## src/sv/pmbgd_pkg.sv

```systemverilog
package pmbgd_pkg;

  localparam int SampleW   = 16;
  localparam int StateW    = 32;
  localparam int CoeffW    = 15;
  localparam int DacW      = 8;
  localparam int CfgIdxW   = 3;
  localparam int CfgDataW  = 15;

  localparam logic signed [SampleW-1:0] SampleMax = 16'sd32767;
  localparam logic signed [SampleW-1:0] SampleMin = -16'sd32768;

  // Register indexes of the configuration port.
  localparam logic [CfgIdxW-1:0] CFG_STEREO    = 3'd0;
  localparam logic [CfgIdxW-1:0] CFG_EIGHT_BIT = 3'd1;
  localparam logic [CfgIdxW-1:0] CFG_BANDPASS  = 3'd2;
  localparam logic [CfgIdxW-1:0] CFG_HP_COEFF  = 3'd3;
  localparam logic [CfgIdxW-1:0] CFG_LP_COEFF  = 3'd4;
  localparam logic [CfgIdxW-1:0] CFG_GAIN      = 3'd5;

  localparam logic [CoeffW-1:0] HpCoeffReset = 15'd31000;
  localparam logic [CoeffW-1:0] LpCoeffReset = 15'd16384;
  localparam logic [CoeffW-1:0] GainReset    = 15'd1024;

  // One mono sample waiting between the front end and the filter engine.
  typedef struct packed {
    logic                      start;
    logic signed [SampleW-1:0] x;
  } pmbgd_item_t;

  // Settings the filter engine works with.
  typedef struct packed {
    logic              bandpass_on;
    logic [CoeffW-1:0] hp_coeff;
    logic [CoeffW-1:0] lp_coeff;
    logic [CoeffW-1:0] gain;
    logic              clear;
  } pmbgd_back_cfg_t;

  typedef enum logic [1:0] {
    S_IDLE,
    S_HP,
    S_LP,
    S_GAIN
  } pmbgd_state_t;

  // Saturates a 33-bit signed value to the 16-bit sample range.
  function automatic logic signed [SampleW-1:0] clamp16(input logic signed [32:0] v);
    logic signed [SampleW-1:0] r;
    if (v > 33'(SampleMax)) begin
      r = SampleMax;
    end else if (v < 33'(SampleMin)) begin
      r = SampleMin;
    end else begin
      r = v[SampleW-1:0];
    end
    return r;
  endfunction

endpackage

```

## src/sv/pcm_mono_bandpass_gain_dac_unit.sv

```systemverilog
// A sample goes from the queue into x_r, through the high-pass and low-pass steps (the
// low-pass step is skipped with the band-pass off) and the gain step into the output
// register, where a stalled result channel holds it. The back-end sequencer takes a new
// sample once the last has left the gain step; it runs the multiplies one after another.
// Reset (rst_n low, synchronous): queue and output emptied, filter state zeroed and all
// configuration registers set to their defaults.
module pcm_mono_bandpass_gain_dac_unit
  import pmbgd_pkg::*;
(
  input  logic                clk,
  input  logic                rst_n,
  // Input stream.
  input  logic                in_tvalid,
  output logic                in_tready,
  input  logic [31:0]         in_tdata,   // first_channel[15:0], second_channel[31:16]
  input  logic                in_tuser,   // stream_start
  // Result stream.
  output logic                out_tvalid,
  input  logic                out_tready,
  output logic [23:0]         out_tdata,  // dac_code[7:0], processed_sample[23:8]
  // Configuration write channel.
  input  logic                cfg_valid,
  output logic                cfg_ready,
  input  logic [CfgIdxW-1:0]  cfg_index,
  input  logic [CfgDataW-1:0] cfg_data
);

  // Configuration registers. Writes are always accepted; an index past the
  // last register is ignored.
  logic              stereo_mode_r;
  logic              stereo_mode_nxt;
  logic              eight_bit_mode_r;
  logic              eight_bit_mode_nxt;
  logic              bandpass_on_r;
  logic              bandpass_on_nxt;
  logic [CoeffW-1:0] hp_coeff_r;
  logic [CoeffW-1:0] hp_coeff_nxt;
  logic [CoeffW-1:0] lp_coeff_r;
  logic [CoeffW-1:0] lp_coeff_nxt;
  logic [CoeffW-1:0] gain_r;
  logic [CoeffW-1:0] gain_nxt;
  logic              cfg_write;
  logic              filter_clear;

  pmbgd_item_t       front_item;
  pmbgd_item_t       q_item;
  logic              q_full;
  logic              q_valid;
  logic              q_pop;
  pmbgd_back_cfg_t   back_cfg;
  logic [DacW-1:0]   dac_code;
  logic signed [SampleW-1:0] processed_sample;

  assign cfg_ready = 1'b1;
  assign cfg_write = cfg_valid && cfg_ready;

  // Any write to the filter enable or a filter coefficient restarts the
  // filter from zero state, even if the value does not change.
  always_comb begin
    stereo_mode_nxt    = stereo_mode_r;
    eight_bit_mode_nxt = eight_bit_mode_r;
    bandpass_on_nxt    = bandpass_on_r;
    hp_coeff_nxt       = hp_coeff_r;
    lp_coeff_nxt       = lp_coeff_r;
    gain_nxt           = gain_r;
    filter_clear       = 1'b0;
    if (cfg_write) begin
      unique case (cfg_index)
        CFG_STEREO:    stereo_mode_nxt = cfg_data[0];
        CFG_EIGHT_BIT: eight_bit_mode_nxt = cfg_data[0];
        CFG_BANDPASS: begin
          bandpass_on_nxt = cfg_data[0];
          filter_clear    = 1'b1;
        end
        CFG_HP_COEFF: begin
          hp_coeff_nxt = cfg_data;
          filter_clear = 1'b1;
        end
        CFG_LP_COEFF: begin
          lp_coeff_nxt = cfg_data;
          filter_clear = 1'b1;
        end
        CFG_GAIN:      gain_nxt = cfg_data;
        default: begin
        end
      endcase
    end
  end

  always_ff @(posedge clk) begin
    if (!rst_n) begin
      stereo_mode_r    <= 1'b0;
      eight_bit_mode_r <= 1'b0;
      bandpass_on_r    <= 1'b1;
      hp_coeff_r       <= HpCoeffReset;
      lp_coeff_r       <= LpCoeffReset;
      gain_r           <= GainReset;
    end else begin
      stereo_mode_r    <= stereo_mode_nxt;
      eight_bit_mode_r <= eight_bit_mode_nxt;
      bandpass_on_r    <= bandpass_on_nxt;
      hp_coeff_r       <= hp_coeff_nxt;
      lp_coeff_r       <= lp_coeff_nxt;
      gain_r           <= gain_nxt;
    end
  end

  // The front end decodes and mixes each frame to one mono sample as the
  // transaction is accepted; the sample goes straight into the queue.
  pmbgd_front u_front (
    .stereo_mode    (stereo_mode_r),
    .eight_bit_mode (eight_bit_mode_r),
    .first_channel  (in_tdata[15:0]),
    .second_channel (in_tdata[31:16]),
    .stream_start   (in_tuser),
    .item           (front_item)
  );

  // A two-entry queue lets the front end keep taking frames while the
  // back end is busy with the multiplies or stalled by the result channel.
  assign in_tready = !q_full;

  pmbgd_queue u_queue (
    .clk       (clk),
    .rst_n     (rst_n),
    .push      (in_tvalid),
    .push_item (front_item),
    .full      (q_full),
    .pop       (q_pop),
    .pop_valid (q_valid),
    .pop_item  (q_item)
  );

  always_comb begin
    back_cfg.bandpass_on = bandpass_on_r;
    back_cfg.hp_coeff    = hp_coeff_r;
    back_cfg.lp_coeff    = lp_coeff_r;
    back_cfg.gain        = gain_r;
    back_cfg.clear       = filter_clear;
  end

  // The back end owns the filter state and runs one multiply per cycle unless stalled:
  // high-pass, low-pass (skipped with band-pass off), then gain into the output register.
  pmbgd_back u_back (
    .clk              (clk),
    .rst_n            (rst_n),
    .cfg              (back_cfg),
    .q_valid          (q_valid),
    .q_item           (q_item),
    .q_pop            (q_pop),
    .out_valid        (out_tvalid),
    .out_ready        (out_tready),
    .dac_code         (dac_code),
    .processed_sample (processed_sample)
  );

  assign out_tdata = {processed_sample, dac_code};

endmodule

```

## src/sv/pmbgd_front.sv

```systemverilog
module pmbgd_front
  import pmbgd_pkg::*;
(
  input  logic               stereo_mode,
  input  logic               eight_bit_mode,
  input  logic [SampleW-1:0] first_channel,
  input  logic [SampleW-1:0] second_channel,
  input  logic               stream_start,
  output pmbgd_item_t        item
);

  logic signed [SampleW:0]   ch0;
  logic signed [SampleW:0]   ch1;
  logic signed [SampleW+1:0] sum;
  logic signed [SampleW+1:0] half;
  logic signed [SampleW+1:0] mono;

  // An 8-bit channel is an offset-binary byte scaled up to full range.
  always_comb begin
    if (eight_bit_mode) begin
      ch0 = $signed({1'b0, ~first_channel[7], first_channel[6:0], 8'd0});
      ch1 = $signed({1'b0, ~second_channel[7], second_channel[6:0], 8'd0});
      ch0[SampleW] = ~first_channel[7];
      ch1[SampleW] = ~second_channel[7];
    end else begin
      ch0 = 17'($signed(first_channel));
      ch1 = 17'($signed(second_channel));
    end
  end

  // Stereo average truncates toward zero: add one to a negative sum first.
  always_comb begin
    sum  = 18'(ch0) + 18'(ch1);
    half = (sum + (sum[SampleW+1] ? 18'sd1 : 18'sd0)) >>> 1;
    mono = stereo_mode ? half : 18'(ch0);
    item.x     = clamp16(33'(mono));
    item.start = stream_start;
  end

endmodule

```

## src/sv/pmbgd_queue.sv

```systemverilog
module pmbgd_queue
  import pmbgd_pkg::*;
(
  input  logic        clk,
  input  logic        rst_n,
  input  logic        push,
  input  pmbgd_item_t push_item,
  output logic        full,
  input  logic        pop,
  output logic        pop_valid,
  output pmbgd_item_t pop_item
);

  pmbgd_item_t slot_r [2];
  logic        wr_ptr_r;
  logic        wr_ptr_nxt;
  logic        rd_ptr_r;
  logic        rd_ptr_nxt;
  logic [1:0]  count_r;
  logic [1:0]  count_nxt;
  logic        do_push;
  logic        do_pop;

  assign full      = (count_r == 2'd2);
  assign pop_valid = (count_r != 2'd0);
  assign pop_item  = slot_r[rd_ptr_r];
  assign do_push   = push && !full;
  assign do_pop    = pop && pop_valid;

  always_comb begin
    wr_ptr_nxt = wr_ptr_r ^ do_push;
    rd_ptr_nxt = rd_ptr_r ^ do_pop;
    count_nxt  = count_r + 2'(do_push) - 2'(do_pop);
  end

  always_ff @(posedge clk) begin
    if (!rst_n) begin
      wr_ptr_r <= 1'b0;
      rd_ptr_r <= 1'b0;
      count_r  <= 2'd0;
    end else begin
      wr_ptr_r <= wr_ptr_nxt;
      rd_ptr_r <= rd_ptr_nxt;
      count_r  <= count_nxt;
    end
  end

  always_ff @(posedge clk) begin
    if (do_push) begin
      slot_r[wr_ptr_r] <= push_item;
    end
  end

endmodule

```

## src/sv/pmbgd_back.sv

```systemverilog
module pmbgd_back
  import pmbgd_pkg::*;
(
  input  logic                      clk,
  input  logic                      rst_n,
  input  pmbgd_back_cfg_t           cfg,
  input  logic                      q_valid,
  input  pmbgd_item_t               q_item,
  output logic                      q_pop,
  output logic                      out_valid,
  input  logic                      out_ready,
  output logic [DacW-1:0]           dac_code,
  output logic signed [SampleW-1:0] processed_sample
);

  pmbgd_state_t              state_r;
  pmbgd_state_t              state_nxt;
  logic signed [SampleW-1:0] x_r;
  logic signed [SampleW-1:0] x_nxt;
  logic signed [SampleW-1:0] hpi_r;
  logic signed [SampleW-1:0] hpi_nxt;
  logic signed [StateW-1:0]  hpo_r;
  logic signed [StateW-1:0]  hpo_nxt;
  logic signed [StateW-1:0]  lpo_r;
  logic signed [StateW-1:0]  lpo_nxt;
  logic signed [SampleW-1:0] s_r;
  logic signed [SampleW-1:0] s_nxt;
  logic                      out_valid_r;
  logic                      out_valid_nxt;
  logic [DacW-1:0]           dac_r;
  logic [DacW-1:0]           dac_nxt;
  logic signed [SampleW-1:0] smp_r;
  logic signed [SampleW-1:0] smp_nxt;

  logic signed [StateW+1:0]  hp_diff;
  logic signed [StateW+17:0] hp_prod;
  logic signed [StateW:0]    lp_diff;
  logic signed [StateW+16:0] lp_prod;
  logic signed [StateW-1:0]  lp_new;
  logic signed [2*SampleW-1:0] gain_prod;
  logic signed [SampleW-1:0] gained;
  logic                      out_free;

  assign out_valid        = out_valid_r;
  assign dac_code         = dac_r;
  assign processed_sample = smp_r;
  assign out_free         = !out_valid_r || out_ready;

  always_comb begin
    hp_diff   = 34'(hpo_r) + 34'(x_r) - 34'(hpi_r);
    hp_prod   = hp_diff * $signed({1'b0, cfg.hp_coeff});
    lp_diff   = 33'(hpo_r) - 33'(lpo_r);
    lp_prod   = lp_diff * $signed({1'b0, cfg.lp_coeff});
    lp_new    = lpo_r + lp_prod[46:15];
    gain_prod = s_r * $signed({1'b0, cfg.gain});
    gained    = clamp16(33'($signed(gain_prod[2*SampleW-1:15])));
  end

  always_comb begin
    state_nxt     = state_r;
    x_nxt         = x_r;
    hpi_nxt       = hpi_r;
    hpo_nxt       = hpo_r;
    lpo_nxt       = lpo_r;
    s_nxt         = s_r;
    dac_nxt       = dac_r;
    smp_nxt       = smp_r;
    out_valid_nxt = out_valid_r && !out_ready;
    q_pop         = 1'b0;
    unique case (state_r)
      S_IDLE: begin
        if (q_valid) begin
          q_pop     = 1'b1;
          x_nxt     = q_item.x;
          state_nxt = S_HP;
          if (q_item.start) begin
            hpi_nxt = '0;
            hpo_nxt = '0;
            lpo_nxt = '0;
          end
        end
      end
      S_HP: begin
        if (cfg.bandpass_on) begin
          hpi_nxt   = x_r;
          hpo_nxt   = hp_prod[46:15];
          state_nxt = S_LP;
        end else begin
          s_nxt     = x_r;
          state_nxt = S_GAIN;
        end
      end
      S_LP: begin
        lpo_nxt   = lp_new;
        s_nxt     = clamp16(33'(lp_new));
        state_nxt = S_GAIN;
      end
      S_GAIN: begin
        if (out_free) begin
          smp_nxt       = gained;
          dac_nxt       = {~gained[SampleW-1], gained[SampleW-2:SampleW-DacW]};
          out_valid_nxt = 1'b1;
          state_nxt     = S_IDLE;
        end
      end
      default: begin
        state_nxt = S_IDLE;
      end
    endcase
    if (cfg.clear) begin
      hpi_nxt = '0;
      hpo_nxt = '0;
      lpo_nxt = '0;
    end
  end

  always_ff @(posedge clk) begin
    if (!rst_n) begin
      state_r     <= S_IDLE;
      out_valid_r <= 1'b0;
      hpi_r       <= '0;
      hpo_r       <= '0;
      lpo_r       <= '0;
    end else begin
      state_r     <= state_nxt;
      out_valid_r <= out_valid_nxt;
      hpi_r       <= hpi_nxt;
      hpo_r       <= hpo_nxt;
      lpo_r       <= lpo_nxt;
    end
  end

  always_ff @(posedge clk) begin
    x_r   <= x_nxt;
    s_r   <= s_nxt;
    dac_r <= dac_nxt;
    smp_r <= smp_nxt;
  end

`ifndef NO_ASSERTIONS
  a_pop_starts: assert property (@(posedge clk) disable iff (!rst_n)
    q_pop |=> state_r == S_HP)
    else $error("popped item did not start the high-pass step");

  a_lp_to_gain: assert property (@(posedge clk) disable iff (!rst_n)
    state_r == S_LP |=> state_r == S_GAIN)
    else $error("low-pass step not followed by gain step");

  a_clear_state: assert property (@(posedge clk) disable iff (!rst_n)
    cfg.clear |=> hpo_r == 0 && lpo_r == 0 && hpi_r == 0)
    else $error("filter state not cleared by configuration write");

  a_bypass: assert property (@(posedge clk) disable iff (!rst_n)
    state_r == S_HP && !cfg.bandpass_on |=> state_r == S_GAIN && s_r == $past(x_r))
    else $error("bypass did not pass the mono sample through");

  a_gain_stall: assert property (@(posedge clk) disable iff (!rst_n)
    state_r == S_GAIN && out_valid_r && !out_ready |=> state_r == S_GAIN)
    else $error("result dropped while output register was full");
`endif

endmodule
```

## config.mk

```make
export PLATFORM = sky130hd
export DESIGN_NAME = pcm_mono_bandpass_gain_dac_unit
export DESIGN_NICKNAME = d
export VERILOG_FILES = /design/src/sv/pmbgd_pkg.sv /design/src/sv/pcm_mono_bandpass_gain_dac_unit.sv /design/src/sv/pmbgd_front.sv /design/src/sv/pmbgd_queue.sv /design/src/sv/pmbgd_back.sv
export SDC_FILE = /design/constraint.sdc
export NUM_CORES = 2
export LEC_CHECK = 0
export BUFFER_PORTS_ARGS = -buffer_cell sky130_fd_sc_hd__buf_2
export CORE_MARGIN = 4
export CORE_UTILIZATION = 35
export CTS_BUF_LIST = sky130_fd_sc_hd__clkbuf_8
export DETAILED_ROUTE_END_ITERATION = 8
export GPL_ROUTABILITY_DRIVEN = 1
export SLEW_MARGIN = 15
export SYNTH_ARGS = -nofsm -noshare
export SYNTH_HDL_FRONTEND = slang
export SYNTH_SLANG_ARGS = --single-unit
export TNS_END_PERCENT = 30
```

## constraint.sdc

```tcl
create_clock -name clk -period 30.4 [get_ports clk]
set_input_delay 3.04 -clock clk [delete_from_list [all_inputs] [get_ports clk]]
set_output_delay 3.04 -clock clk [all_outputs]
set_load 0.01 [all_outputs]
```

# Word-level counts from Yosys, hierarchy flattened
# Memories as Yosys holds them, arrays and structs flattened. A register that Yosys moved wholly into a read port is not among the register bits.
# Cells that the tools add are included.
[totals] ff_bits=191 mem_count=1 output_inout_bits=27 ramBits=34 word_cells=118 input_bits=56
[classes] addsub=8 n_mux=34 bitwise=6 reduce_logical=27 n_lt_le_gt_ge=6 eq_ne=14 mul=3
[mem_list] memory="u_queue.slot_r" words=2 width=17 rd=1 rd_ports_with_merged_regs=1 wr=1 line="pmbgd_queue.sv:14" text="pmbgd_item_t slot_r [2];"
[ops] cell="$mux 16" n=10
[ops] cell="$pmux 32 s2" n=2
[ops] cell="$mux 32" n=3
[ops] cell="$pmux 16 s2" n=2
[ops] cell="$mul 33x16->47" n=1
[ops] cell="$mul 34x16->47" n=1
[ops] cell="$mux 17" n=2
[ops] cell="$sub 33x16->34" n=1
[ops] cell="$add 32x16->33" n=1
[ops] cell="$sub 32x32->33" n=1
[ops] cell="$add 32x32->32" n=1
[ops] cell="$gt 32x16->1 const B" n=1
[ops] cell="$lt 32x16->1 const B" n=1
[ops] cell="$mul 16x16->32" n=1
[ops] cell="$reduce_and 2->1" n=10
[ops] cell="$add 17x17->18" n=1
[ops] cell="$add 18x18->18" n=1
[ops] cell="$gt 18x16->1 const B" n=1
[ops] cell="$lt 18x16->1 const B" n=1
[ops] cell="$mux 18" n=1
[ops] cell="$gt 17x16->1 const B" n=1
[ops] cell="$lt 17x16->1 const B" n=1
[ops] cell="$mux 1" n=11
[ops] cell="$ne 2x2->1 const B" n=4
[ops] cell="other kinds (22)" n=38

# Logic depth before layout (Yosys ltp)
[logic_depth] depth_word=9 mapped_depth=51 depth_no_buf=49

# Modules after synthesis
# From an unflattened synthesis, not the netlist that was laid out.
[hier_totals] cells_unflattened=6644 hier_area_um2=59243.1
[modules_own_cells] mod="pmbgd_back" cells_each=6106 seq_area_each_um2=3133.0 n_inst=1 area_per_inst_um2=53953.0
[modules_own_cells] mod="pcm_mono_bandpass_gain_dac_unit" cells_each=198 seq_area_each_um2=960.9 n_inst=1 area_per_inst_um2=1951.9
[modules_own_cells] mod="pmbgd_front" cells_each=262 seq_area_each_um2=0.0 n_inst=1 area_per_inst_um2=1799.2
[modules_own_cells] mod="pmbgd_queue" cells_each=78 seq_area_each_um2=1121.1 n_inst=1 area_per_inst_um2=1539.0

# Worst setup path before layout
# No wires, ideal clock.
[synth_timing] kind="register -> register" start="register u_back.lpo_r[2]" end="register u_back.s_r[10] (data pin)" slack_ns=19.151 arrival_ns=10.978 required_ns=30.129 stages_incl_launch_ff=49 synth_period_minus_slack_ns=11.249 n_path_buf=2 setup_ns=0.271 cell_sequence="dfxtp_1 -> inv_1 -> ha_1 -> nor2b_1 -> o31a_1 -> o2111a_1 -> o31ai_1 -> a21oi_1 -> a31oi_1 -> o21ai_0 -> a21o_1 -> a21oi_1 -> xnor2_1 -> clkbuf_1 -> nand2_1 -> fa_1 -> fa_1 -> fa_1 -> (+13 left out) -> a21oi_1 -> nor2_1 -> nor2_1 -> xnor2_1 -> ha_1 -> nand4_1 -> nor2b_1 -> a211oi_1 -> o221a_2 -> o31a_1 -> o21ai_0 -> o22ai_1 -> xnor2_1 -> xnor3_1 -> a41o_1 -> buf_2 -> nand3_1 -> o211ai_1"
[synth_between] elab_chain_cells=7
[synth_lines] element="start: declaration" line="pmbgd_back.sv:24" text="logic signed [StateW-1:0] lpo_r;"
[synth_lines] element="start signal: assignment" line="pmbgd_back.sv:129" text="lpo_r <= lpo_nxt;"
[synth_lines] element="$sub 32x32->33" line="pmbgd_back.sv:52" text="lp_diff = 33'(hpo_r) - 33'(lpo_r);"
[synth_lines] element="$mul 33x16->47" line="pmbgd_back.sv:53" text="lp_prod = lp_diff * $signed({1'b0, cfg.lp_coeff});"
[synth_lines] element="$add 32x32->32 *" line="pmbgd_back.sv:54" text="lp_new = lpo_r + lp_prod[46:15];"
[synth_lines] element="$lt 32x16->1" line="pmbgd_pkg.sv:52" text="end else if (v < 33'(SampleMin)) begin"
[synth_lines] element="$mux 16" line="pmbgd_pkg.sv:52"
[synth_lines] element="$mux 16 *" line="pmbgd_pkg.sv:50" text="if (v > 33'(SampleMax)) begin"
[synth_lines] element="$pmux 16 s2 *" line="pmbgd_back.sv:70" text="unique case (state_r)"
[synth_lines] element="named net u_back.s_nxt[10]" line="pmbgd_back.sv:27" text="logic signed [SampleW-1:0] s_nxt;"
[synth_lines] element="end signal: assignment" line="pmbgd_back.sv:135" text="s_r <= s_nxt;"
[synth_lines] element="end: declaration" line="pmbgd_back.sv:26" text="logic signed [SampleW-1:0] s_r;"
# Mark *: on every way through the listed nets, which the timed path passes. The rest lies on a longest branch.
# A chain may end at the register's enable or synchronous reset.

# Worst setup path in the final report
[layout_timing] start="register u_back.lpo_r[2]" end="register u_back.s_r[6] (data pin)"
# The elaborated chain is that of the path after synthesis.

==> flow_metrics.tcl <==
set metrics [dict create \
    ant_nets 0 \
    overflow 0 \
    ys_top_cells_by_count "inv_1, fa_1, nand2_1" \
    rsz0062_at_grt "no" \
    syn_area_per_cell_sq_um 8.898 \
    die_area_sq_um 170400 \
    coreArea_sq_um 162800 \
    firstDrtPassIters 5 \
    fp-row-count 148 \
    grt_use_total_pct 18.02 \
    use_met1_pct 23.59 \
    yosysTopAreaCell "fa_1" \
    layout-drive-gt1-share_pct 5.214 \
    die-height_um 412.8 \
    tightest_slew_ns 1.167 \
    grt_max_degree 64 \
    synth_most_common_cell "inv_1" \
    die_w_um 412.8 \
    reg2reg_depth 44 \
    path_class "flop to flop" \
    worst-path-max-fanout 15 \
    synth_compound_area_share_pct 8.012 \
    fillCellCount 16589 \
    seq_area_sq_um 5229 \
    start_kind "flop" \
    num-nets-final 8029 \
    synth_edf_count 83 \
    numCtsBuffers 37 \
    avgRoutedWirePerCell_um 17.53 \
    hold_path.class "flop to flop" \
    htreeDepth 2 \
    synth_xor_area_share_pct 3.479 \
    seq_area_frac_synth_pct 9.092 \
    num_vias 42204 \
    final-setup-viol-count 0 \
    finalWeightedCongestion 0.9039 \
    cts_hold_buf 0 \
    crit_arrival_ns 13.06 \
    final_hold_viol_count 0 \
    max_stage_delay_ns 0.77 \
    clkSlewWorstSetupHoldPaths_ns 0.06 \
    vias_per_cell 4.927 \
    grt_pass1_wl_um 245700 \
    final.setup.tns_ns 0 \
    maxSlewHeadroom_pct 21.83 \
    use_met3_pct 2.541 \
    synthFlopType "dfxtp_1" \
    cts_root_buffer "clkbuf_8" \
    start_util_pct 35.24 \
    r2r_end "u_back.s_r[6]$_DFFE_PP_" \
    rrSetupSlack_ns 17.62 \
    maxSlewViolCount 0 \
    yosys.area_share.simple_pct 16.59 \
    yosys-mux-area-fraction_pct 0.7046 \
    endpoint_kind "flop" \
    hold_end "u_back.lpo_r[4]$_SDFFE_PP0P_" \
    status "completed" \
    area_delta_synth_final_pct 6.223 \
    met2_usage_pct 31.02 \
    antenna_found_initial 6 \
    hold_depth 2 \
    cts_resized 0 \
    cts.path.max_buffers 3 \
    syn_area_sq_um 57360 \
    initialDrtViolationCount 2454 \
    grt_busiest_layer "met2" \
    multiInputGateArea_sq_um 45890 \
    worst_ep_required_time_ns 30.68 \
    critPathTopFamily "compound AO/OA/AOI/OAI gates" \
    ys_seq_elements 219 \
    cts_tree "built" \
    syn_inst 6446 \
    finalCritPeriodShare_pct 42.04 \
    drc 0 \
    synth_nets 8117 \
    ioPinCount 83 \
    max_freq_ghz 0.07825 \
    cpMaxStageDelayCell "a2111oi_0" \
    min-delay-start "u_back.lpo_r[4]$_SDFFE_PP0P_" \
    finalWirelength_um 150200 \
    synth_fa_ha_area_share_pct 50.90 \
    first_global_vias 45609 \
    ys_types 100 \
    post-route-min-period_ns 12.78 \
    drv_cap 0 \
    skew_ns 0.03677 \
    async_flop_share_pct 0 \
    cp_common_cell "fa_1" \
    portBuffers 81 \
    path_buf_inv 5 \
    insertion_delay_ns 0.59 \
    synth_top_cell_area_share_pct 41.64 \
    post_cts.repair.setup_buffers 0 \
    post-dp-hpwl_um 117800 \
    synth_top_family_by_area "adder cells" \
    cts_sinks 219 \
    yosys_warnings 0 \
    synth_area_leaders "fa_1, ha_1, inv_1, nand2_1, and2_1" \
    r2r_start "u_back.lpo_r[2]$_SDFFE_PP0P_" \
]
## flip-flops by register name (all words and copies together), names as in the netlist, 2 cells and up, named ones only
signal,count
hp_coeff_r,15
u_back.hpo_r,32
u_back.hpi_r,16
u_back.s_r,16
gain_r,15
u_back.processed_sample,16
u_back.lpo_r,32
u_queue.count_r,2
u_back.state_r,2
u_queue.slot_r,34
u_back.x_r,16
lp_coeff_r,15
## worst max path at each step
| stage | from | end | slack (ns) | depth (start not counted) |
|---|---|---|---|---|
| finish | u_back.lpo_r[2]$_SDFFE_PP0P_ | u_back.s_r[6]$_DFFE_PP_ | 17.62 | 44 |
| global placement | u_back.lpo_r[2]$_SDFFE_PP0P_ | u_back.s_r[5]$_DFFE_PP_ | 17.98 | 47 |
| floorplan | u_back.lpo_r[2]$_SDFFE_PP0P_ | u_back.s_r[10]$_DFFE_PP_ | 19.15 | 48 |
| detailed placement | u_back.lpo_r[2]$_SDFFE_PP0P_ | u_back.s_r[14]$_DFFE_PP_ | 17.87 | 44 |
| global route | u_back.lpo_r[1]$_SDFFE_PP0P_ | u_back.s_r[1]$_DFFE_PP_ | 16.80 | 44 |
| CTS | u_back.lpo_r[2]$_SDFFE_PP0P_ | u_back.s_r[5]$_DFFE_PP_ | 17.79 | 47 |
## final cells by class
cell class,count,area share (%)
multi-input combinational,4523,75.32
inverter,1404,8.650
sequential,219,8.582
tap,2175,4.466
timing repair buffer,173,1.799
clock buffer,39,0.8810
clock inverter,29,0.2896
antenna,4,0.01643
## placed cells by master, fill, tap and decap left out, types with 20 or more instances in the layout
cell type and n:
inv_1 1413, fa_1 1193, nand2_1 930, and2_1 507, ha_1 422, nor2_1 186, a21oi_1 170, xnor2_1 139
dfxtp_1 125, o21ai_0 111, buf_4 92, edfxtp_1 83, buf_2 81, a21o_1 77, nor2b_1 74, nand3_1 62
xor2_1 59, nor3_1 51, a22oi_1 46, a21boi_0 43, clkbuf_8 39, o21a_1 37, mux2_2 31, nand2b_1 23
and3_1 22, a211oi_1 21, o21bai_1 21, nor3b_1 20
## through the flow
step,setup WS [ns],cell area [sq um],utilization (%),hold slack (ns),std cells
global placement,17.98,60210,36.99,0.4658,8494
detailed placement,17.87,60210,36.99,0.4730,8494
global route,16.80,60930,37.43,0.4987,8565
finish,17.62,60930,37.43,0.4793,8566
floorplan,19.15,57360,-,0.4486,6446
CTS,17.79,60920,37.43,0.4816,8562
## kinds of logic after synthesis
logic type | after synthesis
muxes | 36
buffers and inverters | 1704
other | 1
and+or+nand+nor | 1967
xor gates and xnor gates | 223
adders and majority gates | 1618
DFF | 219
AOI/OAI and AO/OA | 678
## tightest hold or removal path, stage by stage (launching register included)
cell and delay [ns]:
dfxtp_1 0.33, nand2_1 0.06, a21oi_1 0.05
## per-layer routing
layer	routed length (um)	up-vias
li1	-	19337
met1	64180	21464
met2	72350	1145
met3	8868	256
met4	4747	2
met5	20	-
Power is not shown: default switching activity piles up to over one toggle a cycle in this logic, so the estimate is an artifact.
